===== src/design/quaternion_arithmetic_unit_top_defines.svh =====
// Assertion macros for the quaternion arithmetic unit.
// Included by quaternion_arithmetic_unit_top; empty when SYNTHESIS is set.
`ifndef QUATERNION_ARITHMETIC_UNIT_TOP_DEFINES_SVH
`define QUATERNION_ARITHMETIC_UNIT_TOP_DEFINES_SVH
`ifndef SYNTHESIS
`define QAU_ASSERT_NEVER(lbl, ck, rs, expr) \
  lbl: assert property (@(posedge ck) disable iff (rs) !(expr)) \
    else $error("qau: forbidden condition seen");
`define QAU_ASSERT_IMPLIES(lbl, ck, rs, ante, cons) \
  lbl: assert property (@(posedge ck) disable iff (rs) (ante) |-> (cons)) \
    else $error("qau: implication failed");
`define QAU_ASSERT_NEXT(lbl, ck, rs, ante, cons) \
  lbl: assert property (@(posedge ck) disable iff (rs) (ante) |=> (cons)) \
    else $error("qau: next-cycle check failed");
`else
`define QAU_ASSERT_NEVER(lbl, ck, rs, expr)
`define QAU_ASSERT_IMPLIES(lbl, ck, rs, ante, cons)
`define QAU_ASSERT_NEXT(lbl, ck, rs, ante, cons)
`endif
`endif


===== src/design/qau_pkg.sv =====
// Shared types and helpers for the quaternion arithmetic unit.
// No dependencies.
package qau_pkg;

  typedef enum logic [3:0] {
    OP_ADD   = 4'd0,
    OP_SUB   = 4'd1,
    OP_PROD  = 4'd2,
    OP_SCALE = 4'd3,
    OP_CONJ  = 4'd4,
    OP_NORM  = 4'd5,
    OP_NORMZ = 4'd6,
    OP_CROSS = 4'd7,
    OP_DOT   = 4'd8
  } op_t;

  localparam int unsigned SQRT_STEPS = 32;

  typedef logic signed [65:0] wide_t;

  typedef struct packed {
    logic [31:0] v;
    logic        ov;
  } sat_t;

  // item state carried through the sqrt and divide stages
  typedef struct packed {
    op_t              op;
    logic [3:0][31:0] r;
    logic [31:0]      sc;
    logic             ov;
    logic             dz;
    logic [63:0]      s;
    logic [63:0]      root;
    logic [32:0]      n;
    logic [3:0]       neg;
    logic [3:0][31:0] m;
    logic [3:0][63:0] rem;
    logic [3:0][31:0] q;
  } pipe_t;

  localparam wide_t MAX32 = 66'sd2147483647;
  localparam wide_t MIN32 = -66'sd2147483648;

  function automatic wide_t sx32(input logic [31:0] v);
    return {{34{v[31]}}, v};
  endfunction

  function automatic sat_t sat32(input wide_t x);
    sat_t res;
    res.v  = x[31:0];
    res.ov = 1'b0;
    if (x > MAX32) begin
      res.v  = 32'h7FFF_FFFF;
      res.ov = 1'b1;
    end else if (x < MIN32) begin
      res.v  = 32'h8000_0000;
      res.ov = 1'b1;
    end
    return res;
  endfunction

endpackage


===== src/design/qau_sqrt_step.sv =====
// One registered step of the digit-by-digit integer square root.
// Depends on qau_pkg.
module qau_sqrt_step #(
  parameter int unsigned K = 0
) (
  input  logic          clk,
  input  logic          rst,
  input  logic          en,
  input  logic          in_valid,
  input  qau_pkg::pipe_t in_item,
  output logic          out_valid,
  output qau_pkg::pipe_t out_item
);
  import qau_pkg::*;

  localparam int unsigned SH  = 62 - 2 * K;
  localparam logic [63:0] BIT = 64'd1 << SH;

  pipe_t       nx;
  logic [64:0] trial;

  always_comb begin
    nx    = in_item;
    trial = {1'b0, in_item.root} + {1'b0, BIT};
    if ({1'b0, in_item.s} >= trial) begin
      nx.s    = in_item.s - trial[63:0];
      nx.root = (in_item.root >> 1) + BIT;
    end else begin
      nx.root = in_item.root >> 1;
    end
  end

  always_ff @(posedge clk) begin
    if (rst) begin
      out_valid <= 1'b0;
    end else if (en) begin
      out_valid <= in_valid;
    end
  end

  always_ff @(posedge clk) begin
    if (en) begin
      out_item <= nx;
    end
  end

endmodule


===== config.mk =====
export PLATFORM = sky130hd
export DESIGN_NAME = qau_sqrt_step
export DESIGN_NICKNAME = d
export VERILOG_FILES = /design/src/design/quaternion_arithmetic_unit_top_defines.svh /design/src/design/qau_pkg.sv /design/src/design/qau_sqrt_step.sv
export SDC_FILE = /design/constraint.sdc
export NUM_CORES = 1
export LEC_CHECK = 0
export BUFFER_PORTS_ARGS = -buffer_cell sky130_fd_sc_hd__buf_4
export CORE_AREA = 2 2 658 660
export CTS_BUF_LIST = sky130_fd_sc_hd__clkbuf_4 sky130_fd_sc_hd__clkbuf_8
export DETAILED_ROUTE_END_ITERATION = 8
export DIE_AREA = 0 0 660 662
export PLACE_DENSITY = 0.32
export SLEW_MARGIN = 15
export SYNTH_ARGS = -nofsm -noshare
export SYNTH_HDL_FRONTEND = slang
export SYNTH_SLANG_ARGS = --single-unit

===== constraint.sdc =====
create_clock -name clk -period 3.22 [get_ports clk]
set_input_delay 0.322 -clock clk [delete_from_list [all_inputs] [get_ports clk]]
set_output_delay 0.322 -clock clk [all_outputs]
set_load 0.03 [all_outputs]

# Word level (Yosys, flattened, before mapping)
# Index checks and enable logic that the tools add are counted.
[totals]
reg_bits = 844
latchBits = 0
mem_bits_rw = 0
romBits = 0
in_bits = 847
output_inout_bits = 844
wordCells = 32
n_memories = 0
[op_classes]
addsub = 3
multipliers = 0
div = 0
n_lt_le_gt_ge = 1
n_eq_ne = 0
n_shift = 0
mux = 2
bitwise_logic = 0
n_reduce_logical = 0
[ops]
columns = ["op", "n"]
rows = [
  ["$add A64 B63 Y65 const B", 1],
  ["$ge A64 B65 Y1", 1],
  ["$add A63 B63 Y64 const B", 1],
  ["$mux W64", 1],
  ["$sub A64 B64 Y64", 1],
  ["$mux W63", 1],
]

# Depth between registers and ports, before layout
[depth]
depth_word = 3
ltp_mapped = 15
mapped_depth_nobuf = 13

# Worst setup path before layout
# Ideal clock, no wire load.
[synth_timing]
path_kind = "input -> register"
startpoint = "input port in_item[613] in the netlist's numbering"
endpoint = "register out_item[671] in the netlist's numbering, data pin"
setup_ps = 260
t_arrival_ps = 2942
setup_slack_ps = 17
path_stages = 13
path_buffers = 0
cell_sequence = "inv_1 -> ha_1 -> fa_1 -> nor2b_1 -> o2111ai_1 -> a21oi_1 -> o21ai_1 -> a2111oi_2 -> o2111ai_1 -> a31oi_1 -> a31oi_1 -> xnor2_1 -> mux2_4"
[synth_rtl]
columns = ["element", "line_no", "rtl"]
rows = [
  ["from (decl)", "qau_sqrt_step.sv:10", "input qau_pkg::pipe_t in_item,"],
  ["to (signal assigned)", "qau_sqrt_step.sv:43", "out_item <= nx;"],
  ["to (decl)", "qau_sqrt_step.sv:12", "output qau_pkg::pipe_t out_item"],
]

==> run summary <==
STATUS
-----------------------------------------------------------------------------------------
Run status                                                                   finished with violations
Failing checks                                                               setup timing

TIMING
-----------------------------------------------------------------------------------------
Number of endpoints failing setup at the final stage                                    1
Hold Violations, Final                                                                  0
Max Slew Vio Count                                                                      0
Share of the clock period used by the worst path                                     100%
Clock skew after layout                                                              0 ns
Pin slew with the least headroom to its limit                                    0.696 ns
Relative slew margins                                                               53.6%
Min Hold Slack                                                                   0.108 ns
Highest attainable clock frequency                                              0.310 GHz
Aggregate negative setup slack                                                -0.00177 ns
Shortest period the worst path allows                                             3.22 ns
Final setup margin                                                            -0.00177 ns

GRT
-----------------------------------------------------------------------------------------
Number of global-route vias before repair                                           33100
First-pass GRT wire length                                                      378000 um
GR Util All Layers                                                                  13.6%
Initial antenna violation count                                                       175
GRT overflow                                                                            0
Largest net degree at the start of global routing                                      88

PWR
-----------------------------------------------------------------------------------------
Reported leakage power                                                            29.0 nW
VDD IR max                                                                     0.000278 V
Post-route total power                                                            36.9 mW
Power density over the cells                                                  511 nW/um^2

PLACED DESIGN
-----------------------------------------------------------------------------------------
Final Wtd Congestion                                                                0.904
Worst Setup Slack post-DPL                                                      -0.961 ns
HPWL after detailed placement                                                   266000 um
Count of input and output buffers                                                    1690

LOGIC SYNTHESIS
-----------------------------------------------------------------------------------------
Yosys cell types                                                                       62
Number of warnings printed during yosys synthesis                                       0
Mapped Cells                                                                         1561
Post-synthesis area per instance                                                19.6 um^2
Post-synthesis sequential element count                                               844
Proportion of register bits with asynchronous set or reset after synthesis             0%
Syn_nets                                                                             2474
Ys flop type                                                                     edfxtp_1
Mapped cell area                                                               30600 um^2
Sequential share of the synthesized area                                            82.9%
Number of flops mapped to enable cells by yosys                                       843

CLOCK TREE
-----------------------------------------------------------------------------------------
Library cell used as clock root buffer                                           clkbuf_8
Clock buffer count from CTS                                                           193
Clk slew on worst S/H paths                                                       0.05 ns
CTS H-tree lvls                                                                         4
CTS tree                                                                              yes
Clock tree sinks                                                                      844
Number of buffers between clock root and the deepest sink                               4
Clock insertion delay at the later pin of the skew report                         0.96 ns

LAYOUT
-----------------------------------------------------------------------------------------
Number of inserted filler cells in the final layout                                 47700
Most frequent cells in the layout                                            buf_4 (1983), dlygate4sd3_1 (1511), edfxtp_1 (843)
Post-synthesis to final-layout area growth                                           136%
Most common library cell in the layout ignoring fill and taps                       buf_4
Fraction of the core area covered by cells at the end of the flow                   16.8%
Layout cells sized above 1                                                          44.5%
NumNets Final                                                                        6145

DETAILED ROUTING
-----------------------------------------------------------------------------------------
Count of nets left with antenna violations after detail routing                         0
First-pass DRT Iterations                                                               5
Routed wire length                                                              311000 um
First DRT Iteration DRCs                                                             1737
Routed length per placed instance                                                 27.9 um
Mean number of vias per cell                                                         2.79
# DRC                                                                                   0
Total via count after detailed routing                                              31100

SETUP PATH
-----------------------------------------------------------------------------------------
Slowest stage delay, CP                                                           0.55 ns
Startpoint Class                                                               input port
Critical setup path kind                                                     input port to flop
CP cell instances                                                            dlygate4sd3_1, buf_4, dlygate4sd3_1, buf_4, ha_1, nand2_1, nor2_2, nand4_1, nor4_2, nand4_1, o21ai_0, a31o_1, a21o_4, buf_12, clkbuf_16, mux2_4
Worst flop-to-flop path startpoint                                           out_valid$_SDFFE_PP0P_
Highest fanout seen on the critical path                                                8
Worst setup EP type                                                                  flop
Critical path data arrival time                                                   3.92 ns
Cell with the biggest individual delay on the critical path                  dlygate4sd3_1
Source of the critical timing path                                           in_item[611]
Req. time, crit path                                                              3.92 ns

RUN
-----------------------------------------------------------------------------------------
# Max-Cap Violations                                                                    0

FLOORPLANNING
-----------------------------------------------------------------------------------------
Die footprint                                                                 437000 um^2
Number of cell rows                                                                   241
Starting density of the core                                                        7.11%
Core ar.                                                                      430000 um^2
Die boundary width                                                                 660 um
Die Ht                                                                             662 um
Ports                                                                                1691

WORST HOLD PATH
-----------------------------------------------------------------------------------------
Startpoint of the tightest hold check path                                   in_item[560]
Worst hold path class                                                        input port to flop

## metal layers
metal	part of all wire, %	GRT usage [%]
met2	48	23.2
met3	9.6	5.32
met1	37	14.8
met5	0.070	0
met4	5.4	6.12
## logic make-up after synthesis
family / count (synthesis) / synth area share (%)
compound gates: 235 / 5.03
fa+ha+maj: 66 / 2.73
xor+xnor: 61 / 1.75
mux: 62 / 2.96
buf+inv: 119 / 1.90
simple gates: 174 / 2.77
flops: 844 / 82.9
## cells in the mapped netlist (5+ instances only)
cell type  instances  share of area, %
o21bai_1          11              0.27
nand3_1           13              0.21
buf_12             7              0.46
a31oi_1           15              0.31
nor3_1            13              0.21
a21o_1            32              0.79
xnor2_1           41               1.2
o21ai_1            6             0.098
xor2_1            20              0.57
inv_1             80              0.98
nand2b_1           6              0.12
ha_1              65               2.7
a21oi_1           80               1.3
nor2_1            41              0.50
nand2_1           50              0.61
nand4_1           25              0.51
o21a_1             6              0.15
edfxtp_1         843                83
buf_2             10              0.16
a21oi_2            5              0.14
and3_1             5              0.10
clkbuf_1          21              0.26
o21ai_0           34              0.56
mux2_4            56               2.8
a211oi_1           9              0.22
## repair_timing
| item | CTS | global route |
|---|---|---|
| hold buffers | 1500 | 13 |
| buffers inserted | 0 | 3 |
| resized for setup | 0 | 16 |
| endpoints found under the hold margin | 1014 | 12 |
| setup endpoints to repair | 0 | 63 |
## critical path, delay by kind of cell
family | cells | cell delay [ns]
and+or+nand+nor | 5 | 0.85
AOI/OAI and AO/OA | 3 | 0.42
muxes | 1 | 0.30
adders and majority gates | 1 | 0.29
buffers and inverters | 6 | 1.72
## sequential cells by signal, summed over array words and instances, names as in the netlist
signal,count
out_item,843
out_valid,1
## layout make-up
class	count	area, um^2	share of cell area [%]
multi-input combinational	598	4700	6.52
antenna	63	158	0.218
clock inverter	100	1020	1.42
sequential	844	25300	35.1
tap	5710	7140	9.90
inverter	80	300	0.416
timing repair buffer	3515	30400	42.2
clock buffer	248	3080	4.26
## where the power goes
part           internal, mW  switching, mW
Combinational          3.93           5.28
Sequential             13.2          0.463
Clock                  7.87           6.16
## worst paths after layout
kind / depth (start not counted) / to / slack [ns]
worst max-delay path: 16 / out_item[656]$_DFFE_PP_ / -0.002
worst min-delay path: 2 / out_item[559]$_DFFE_PP_ / 0.11
worst max register to register: 3 / out_valid$_SDFFE_PP0P_ / 2.07
worst min register to register: 3 / out_valid$_SDFFE_PP0P_ / 1.06
## through the flow
| step | std cells | cell area, um^2 |
|---|---|---|
| after floorplan | 1561 | 30600 |
| final | 11200 | 72200 |
| after global placement | 9230 | 52600 |
| after detailed placement | 9230 | 52600 |
| after global routing | 11100 | 72100 |
| after CTS | 11100 | 71800 |
Note: power is estimated with default switching activity, not from simulation.
