## config.mk

```make
export PLATFORM = sky130hd
export DESIGN_NAME = qau_div_step
export DESIGN_NICKNAME = d
export VERILOG_FILES = /design/src/design/quaternion_arithmetic_unit_top_defines.svh /design/src/design/qau_pkg.sv /design/src/design/qau_div_step.sv
export SDC_FILE = /design/constraint.sdc
export NUM_CORES = 1
export LEC_CHECK = 0
export BUFFER_PORTS_ARGS = -buffer_cell sky130_fd_sc_hd__buf_2
export CORE_AREA = 2 2 661 663
export CTS_CLUSTER_DIAMETER = 30
export DETAILED_ROUTE_END_ITERATION = 8
export DIE_AREA = 0 0 663 665
export SLEW_MARGIN = 20
export SYNTH_ARGS = -nofsm -noshare
export SYNTH_HDL_FRONTEND = slang
export SYNTH_SLANG_ARGS = --single-unit
```

## constraint.sdc

```tcl
create_clock -name clk -period 3.9 [get_ports clk]
set_input_delay 0.39 -clock clk [delete_from_list [all_inputs] [get_ports clk]]
set_output_delay 0.39 -clock clk [all_outputs]
set_load 0.01 [all_outputs]
```

## src/design/quaternion_arithmetic_unit_top_defines.svh

```systemverilog
// Assertion macros for the quaternion arithmetic unit.
// Included by quaternion_arithmetic_unit_top; empty when SYNTHESIS is set.
`ifndef QUATERNION_ARITHMETIC_UNIT_TOP_DEFINES_SVH
`define QUATERNION_ARITHMETIC_UNIT_TOP_DEFINES_SVH
`ifndef SYNTHESIS
`define QAU_ASSERT_NEVER(lbl, ck, rs, expr) \
  lbl: assert property (@(posedge ck) disable iff (rs) !(expr)) \
    else $error("qau: forbidden condition seen");
`define QAU_ASSERT_IMPLIES(lbl, ck, rs, ante, cons) \
  lbl: assert property (@(posedge ck) disable iff (rs) (ante) |-> (cons)) \
    else $error("qau: implication failed");
`define QAU_ASSERT_NEXT(lbl, ck, rs, ante, cons) \
  lbl: assert property (@(posedge ck) disable iff (rs) (ante) |=> (cons)) \
    else $error("qau: next-cycle check failed");
`else
`define QAU_ASSERT_NEVER(lbl, ck, rs, expr)
`define QAU_ASSERT_IMPLIES(lbl, ck, rs, ante, cons)
`define QAU_ASSERT_NEXT(lbl, ck, rs, ante, cons)
`endif
`endif

```

## src/design/qau_pkg.sv

```systemverilog
// Shared types and helpers for the quaternion arithmetic unit.
// No dependencies.
package qau_pkg;

  typedef enum logic [3:0] {
    OP_ADD   = 4'd0,
    OP_SUB   = 4'd1,
    OP_PROD  = 4'd2,
    OP_SCALE = 4'd3,
    OP_CONJ  = 4'd4,
    OP_NORM  = 4'd5,
    OP_NORMZ = 4'd6,
    OP_CROSS = 4'd7,
    OP_DOT   = 4'd8
  } op_t;

  localparam int unsigned SQRT_STEPS = 32;

  typedef logic signed [65:0] wide_t;

  typedef struct packed {
    logic [31:0] v;
    logic        ov;
  } sat_t;

  // item state carried through the sqrt and divide stages
  typedef struct packed {
    op_t              op;
    logic [3:0][31:0] r;
    logic [31:0]      sc;
    logic             ov;
    logic             dz;
    logic [63:0]      s;
    logic [63:0]      root;
    logic [32:0]      n;
    logic [3:0]       neg;
    logic [3:0][31:0] m;
    logic [3:0][63:0] rem;
    logic [3:0][31:0] q;
  } pipe_t;

  localparam wide_t MAX32 = 66'sd2147483647;
  localparam wide_t MIN32 = -66'sd2147483648;

  function automatic wide_t sx32(input logic [31:0] v);
    return {{34{v[31]}}, v};
  endfunction

  function automatic sat_t sat32(input wide_t x);
    sat_t res;
    res.v  = x[31:0];
    res.ov = 1'b0;
    if (x > MAX32) begin
      res.v  = 32'h7FFF_FFFF;
      res.ov = 1'b1;
    end else if (x < MIN32) begin
      res.v  = 32'h8000_0000;
      res.ov = 1'b1;
    end
    return res;
  endfunction

endpackage

```

## src/design/qau_div_step.sv

```systemverilog
// One registered restoring-division step: quotient bit K for all four lanes.
// Depends on qau_pkg.
module qau_div_step #(
  parameter int unsigned K = 0
) (
  input  logic          clk,
  input  logic          rst,
  input  logic          en,
  input  logic          in_valid,
  input  qau_pkg::pipe_t in_item,
  output logic          out_valid,
  output qau_pkg::pipe_t out_item
);
  import qau_pkg::*;

  pipe_t       nx;
  logic [63:0] dsr;

  always_comb begin
    nx  = in_item;
    dsr = {31'b0, in_item.n} << K;
    for (int i = 0; i < 4; i++) begin
      if (in_item.rem[i] >= dsr) begin
        nx.rem[i]  = in_item.rem[i] - dsr;
        nx.q[i][K] = 1'b1;
      end
    end
  end

  always_ff @(posedge clk) begin
    if (rst) begin
      out_valid <= 1'b0;
    end else if (en) begin
      out_valid <= in_valid;
    end
  end

  always_ff @(posedge clk) begin
    if (en) begin
      out_item <= nx;
    end
  end

endmodule

```

==> Word-level counts from Yosys, hierarchy flattened <==
Cells that the tools add are included.
{ "word_totals": {"regBits": 844, "latch_bits": 0, "ram_bits": 0, "mem_bits_ro": 0, "inputBits": 847, "out_inout_bits": 844, "elab_cells": 41, "memories": 0} }
{ "op_classes": {"addsub": 4, "n_mul": 0, "n_div": 0, "n_lt_le_gt_ge": 4, "n_eq_ne": 0, "n_shift": 0, "n_mux": 4, "bitwise_logic": 0, "reduce_logical": 0} }
{ "ops": {"columns": ["cell", "n"], "rows": [
  [">= comparator 64 x 33 -> 1 bit", 4],
  ["2-to-1 mux 64 bit", 4],
  ["subtractor 64 x 33 -> 64 bit", 4]
]} }

==> Depth between registers and ports, before layout <==
{ "depth": {"depth_word": 2, "mapped_depth": 14, "depth_no_buf": 12} }

==> Least setup slack after synthesis <==
OpenSTA, ideal clock, no wires.
{ "synth_timing": {"path_kind": "input to register", "start": "input in_item[256] (netlist name)", "end": "register out_item[318] (netlist name), data pin", "setup_time_ps": 269, "arrival_time_ps": 3228, "slack_ps": 403, "cell_stages": 13, "cell_sequence": "inv_1 -> ha_1 -> fa_1 -> nor2b_1 -> o31a_1 -> o221a_2 -> o22ai_1 -> o311ai_4 -> a31oi_2 -> or4_1 -> buf_2 -> a2111oi_4 -> xor2_1"} }
{ "synth_lines": {"columns": ["element", "line_no", "text"], "rows": [
  ["start: declaration", "qau_div_step.sv:10", "input qau_pkg::pipe_t in_item,"],
  ["end signal: assignment", "qau_div_step.sv:40", "out_item <= nx;"],
  ["end: declaration", "qau_div_step.sv:12", "output qau_pkg::pipe_t out_item"]
]} }

==> summary.txt <==
=================================================================================
Number of flops mapped to enable cells by yosys                               843
Synth-to-layout area growth                                                 98.9%
Worst path most repeated cell                                        sky130_fd_sc_hd__buf_4
I/O pin count                                                                1691
Maximum number of pins on one net before global-route repair                  108
Leakage power of the design                                               29.9 nW
Starting density of the core                                                8.64%
Pwr per Cell Area                                                     564 mW/mm^2
Max-slew violations                                                             0
Final cell area excluding filler cells                                0.0744 mm^2
Internal power                                                            29.8 mW
Worst-path clk slew                                                       0.04 ns
Violated checks                                                      negative setup slack
Multi-input gate area                                                 0.0115 mm^2
Post-route setup slack                                                -0.00695 ns
Die width                                                                  663 um
Switching Fraction                                                          29.0%
Post-synthesis cell count                                                    2706
Ys flop type                                                         sky130_fd_sc_hd__edfxtp_1
Netlist area before placement                                         0.0374 mm^2
Final setup vio count                                                           1
Most common library cells after synthesis                            sky130_fd_sc_hd__edfxtp_1 (843), sky130_fd_sc_hd__a21oi_1 (210), sky130_fd_sc_hd__nor2_1 (190)
Router iterations before antenna repair                                         5
Placed instance area                                                  0.0559 mm^2
CTS max path bufs                                                               4
Number of storage elements in the synthesis netlist                           844
Vias per Instance                                                            3.25
Final antenna-violating net count                                               0
Chain of cells forming the critical path                             dlygate4sd3_1 -> buf_2 -> or3_1 -> buf_4 -> or3_1 -> nor4_1 -> buf_4 -> o311ai_1 -> nand4b_2 -> and3_1 -> o211ai_1 -> buf_4 -> buf_4 -> nor3_1 -> xor2_1
Tcrit/Tclk final                                                             100%
Buffers and inverters on the worst path                                         6
Sequential share of the synthesized area                                    67.7%
Vert. Die Dim                                                              665 um
CP Data Arrival Time                                                      4.49 ns
Worst Skew                                                                   0 ns
Leftover overflow at the end of global routing                                  0
Synth warnings                                                                  0
Initial antenna violation count                                               201
Routed vias                                                                 38467
Global-route wire length before repair                                     462 mm
Standard-cell rows                                                            242
Mean instance size in the synthesized netlist                           13.8 um^2
Setup crit start kind                                                  input port
Share of power burned in combinational logic                                16.5%
Min Tclk post-route                                                       3.91 ns
Total instance count after detailed placement                               10397
Most common cell in the netlist                                      sky130_fd_sc_hd__edfxtp_1
Fraction of final layout cells with drive strength greater than 1           42.6%
Share of the core filled with cells in the final layout                     17.2%
Outcome                                                              finished with violations
Standard cell with the maximum stage delay on the critical path      sky130_fd_sc_hd__nor4_1
Stage delay of the slowest cell on the critical path                      0.76 ns
Fraction of power consumed by the clock network                             56.2%
Port buffer count                                                            1690
Via count of the first global-routing pass                                  39345
Initial DRC count                                                            3108
Drt drc                                                                         0
Detailed-route wire length                                                 380 mm
MaxCap Viol Count                                                               0
Net switching component of the power                                      12.2 mW
Floorplan Core Area                                                    0.433 mm^2
Kind of end point of the critical path                                  flip-flop
Clock latency of the later-clocked register in the worst-skew pair        0.87 ns
Fraction of synthesized cell area taken by the top area cell type           67.6%
Relative slew slack                                                         43.9%
TritonCTS clock tree                                                        built
WHS                                                                      0.129 ns
Count of unique library cells instantiated by Yosys                            90
Slew at the pin closest to its max-slew limit                            0.834 ns
Buffer cell driving the clock tree root                              sky130_fd_sc_hd__clkbuf_16
Top Family by Delay on Critical Path                                 simple AND/OR/NAND/NOR gates
Cell types occupying the most area after synthesis                   sky130_fd_sc_hd__edfxtp_1 (68%), sky130_fd_sc_hd__ha_1 (4.4%), sky130_fd_sc_hd__a21oi_1 (2.8%), sky130_fd_sc_hd__xnor2_1 (2.8%), sky130_fd_sc_hd__xor2_1 (2.6%)
Final weighted congestion in routability-driven placement                    1.00
Final total power                                                         42.0 mW
Top achievable clock speed                                              0.256 GHz
Cts bufs inserted                                                             288
Total global-route track usage                                              16.5%
Die outline area                                                       0.441 mm^2
# H-tree levels                                                                 5
Area taken by flip-flops and latches                                  0.0253 mm^2
Data required time at the worst endpoint                                  4.48 ns
Hold/Removal Path Class                                              input port to flip-flop
Placed wire-length estimate                                                331 mm
Type of the worst setup path                                         input port to flip-flop
Syn Nets                                                                     3689
Number of inserted filler cells in the final layout                         47919
Highest net fanout along the worst path                                         7
Sequential group share of total power                                       27.3%
Synth async-reset ratio                                                        0%
# clock sinks                                                                 844
Total number of nets in the final design                                     6784
Count of final hold-check violations                                            0
Fin cells                                                                   11830
Cell type with the highest aggregate area in the netlist             sky130_fd_sc_hd__edfxtp_1
Drt wl/cell                                                               32.1 um
Maximum VDD drop                                                           351 uV
=================================================================================
-- routing by layer --
metal	up-vias	part of all wire [%]	wire length, um	GRT usage, %
met5	-	0.097	369	0
met4	58	6.9	26300	10.0
met3	750	11	40100	7.44
met2	2065	50	190000	29.1
met1	18811	33	124000	15.7
li1	16783	-	-	-
-- worst paths after layout --
kind / from / to / slack [ns] / depth (start not counted)
max: in_item[364] / out_item[365]$_DFFE_PP_ / -0.007 / 15
min reg2reg: out_valid$_SDFFE_PP0P_ / out_valid$_SDFFE_PP0P_ / 1.07 / 3
max reg2reg: out_valid$_SDFFE_PP0P_ / out_valid$_SDFFE_PP0P_ / 2.73 / 3
min: in_item[158] / out_item[158]$_DFFE_PP_ / 0.13 / 4
-- cell families (layout without fill, tap and decap cells) --
family | Yosys count | in the layout | synth area share, %
flops | 844 | 844 | 67.7
compound gates | 568 | 568 | 9.57
buf+inv | 167 | 3488 | 1.76
simple gates | 731 | 731 | 10.1
fa+ha+maj | 136 | 136 | 4.63
xor+xnor | 232 | 232 | 5.45
other cells | 0 | 69 | 0
mux | 28 | 28 | 0.832
-- power by group through the flow --
stage | clock network [mW] | logic (mW) | registers (mW)
floorplan | 0 | 1.35 | 11.9
global placement | 0 | 6.15 | 11.6
detailed placement | 0 | 6.13 | 11.6
CTS | 24.1 | 7.06 | 11.5
global route | 24.5 | 7.29 | 11.5
finish | 23.6 | 6.92 | 11.5
-- registers in the layout, indices dropped and copies added (netlist names) --
register,count
out_item,843
out_valid,1
-- area by class of cell --
type | count | share of cell area, %
diodes | 69 | 0.232
clock buffers | 327 | 9.98
clock inverters | 189 | 3.14
inverters | 78 | 0.398
multi-input cells | 1695 | 15.5
flip-flops and latches | 844 | 34.0
well taps | 5734 | 9.64
repair buffers | 2894 | 27.1
-- worst min-delay path: stages --
cell	delay, ns
sky130_fd_sc_hd__buf_2	0.12
sky130_fd_sc_hd__nor2_1	0.05
sky130_fd_sc_hd__a21oi_1	0.16
sky130_fd_sc_hd__buf_4	0.15
-- stage by stage --
stage          setup TNS, ns  setup slack [ns]
6_report            -0.00695          -0.00695
3_5_place_dp          -20.90            -0.471
3_3_place_gp          -20.42            -0.490
5_1_grt              -0.0764           -0.0350
2_1_floorplan              0             0.403
4_1_cts                    0            0.0146
-- what timing repair did --
action                                  in CTS  in global routing
hold buffers                               846                  0
resized for setup                            0                 23
endpoints found under the hold margin      862                  0
endpoints found under the setup margin       0                  9
buffers inserted                             0                  2
-- cells in the final DEF (no fill, tap or decap), drive strengths merged, types with 8 or more instances in the layout --
cell / n
a21o: 56
edfxtp: 843
o21bai: 26
bufinv: 41
nor4: 53
xor2: 111
o31ai: 15
nand3b: 10
nand4: 47
clkinv: 120
or3: 35
o21a: 14
nor2b: 17
clkbuf: 328
or4: 18
or2: 21
o211ai: 13
diode: 69
buf: 2047
o21ai: 115
nand2: 163
nor2: 190
a211oi: 19
dlygate4sd3: 846
inv: 88
nand2b: 26
nand4b: 8
a21oi: 210
nor3: 59
mux2: 25
nand3: 44
ha: 132
xnor2: 121
a31oi: 22
and3: 12
clkinvlp: 18
nor4b: 8
(Power assumes the default switching activity.)
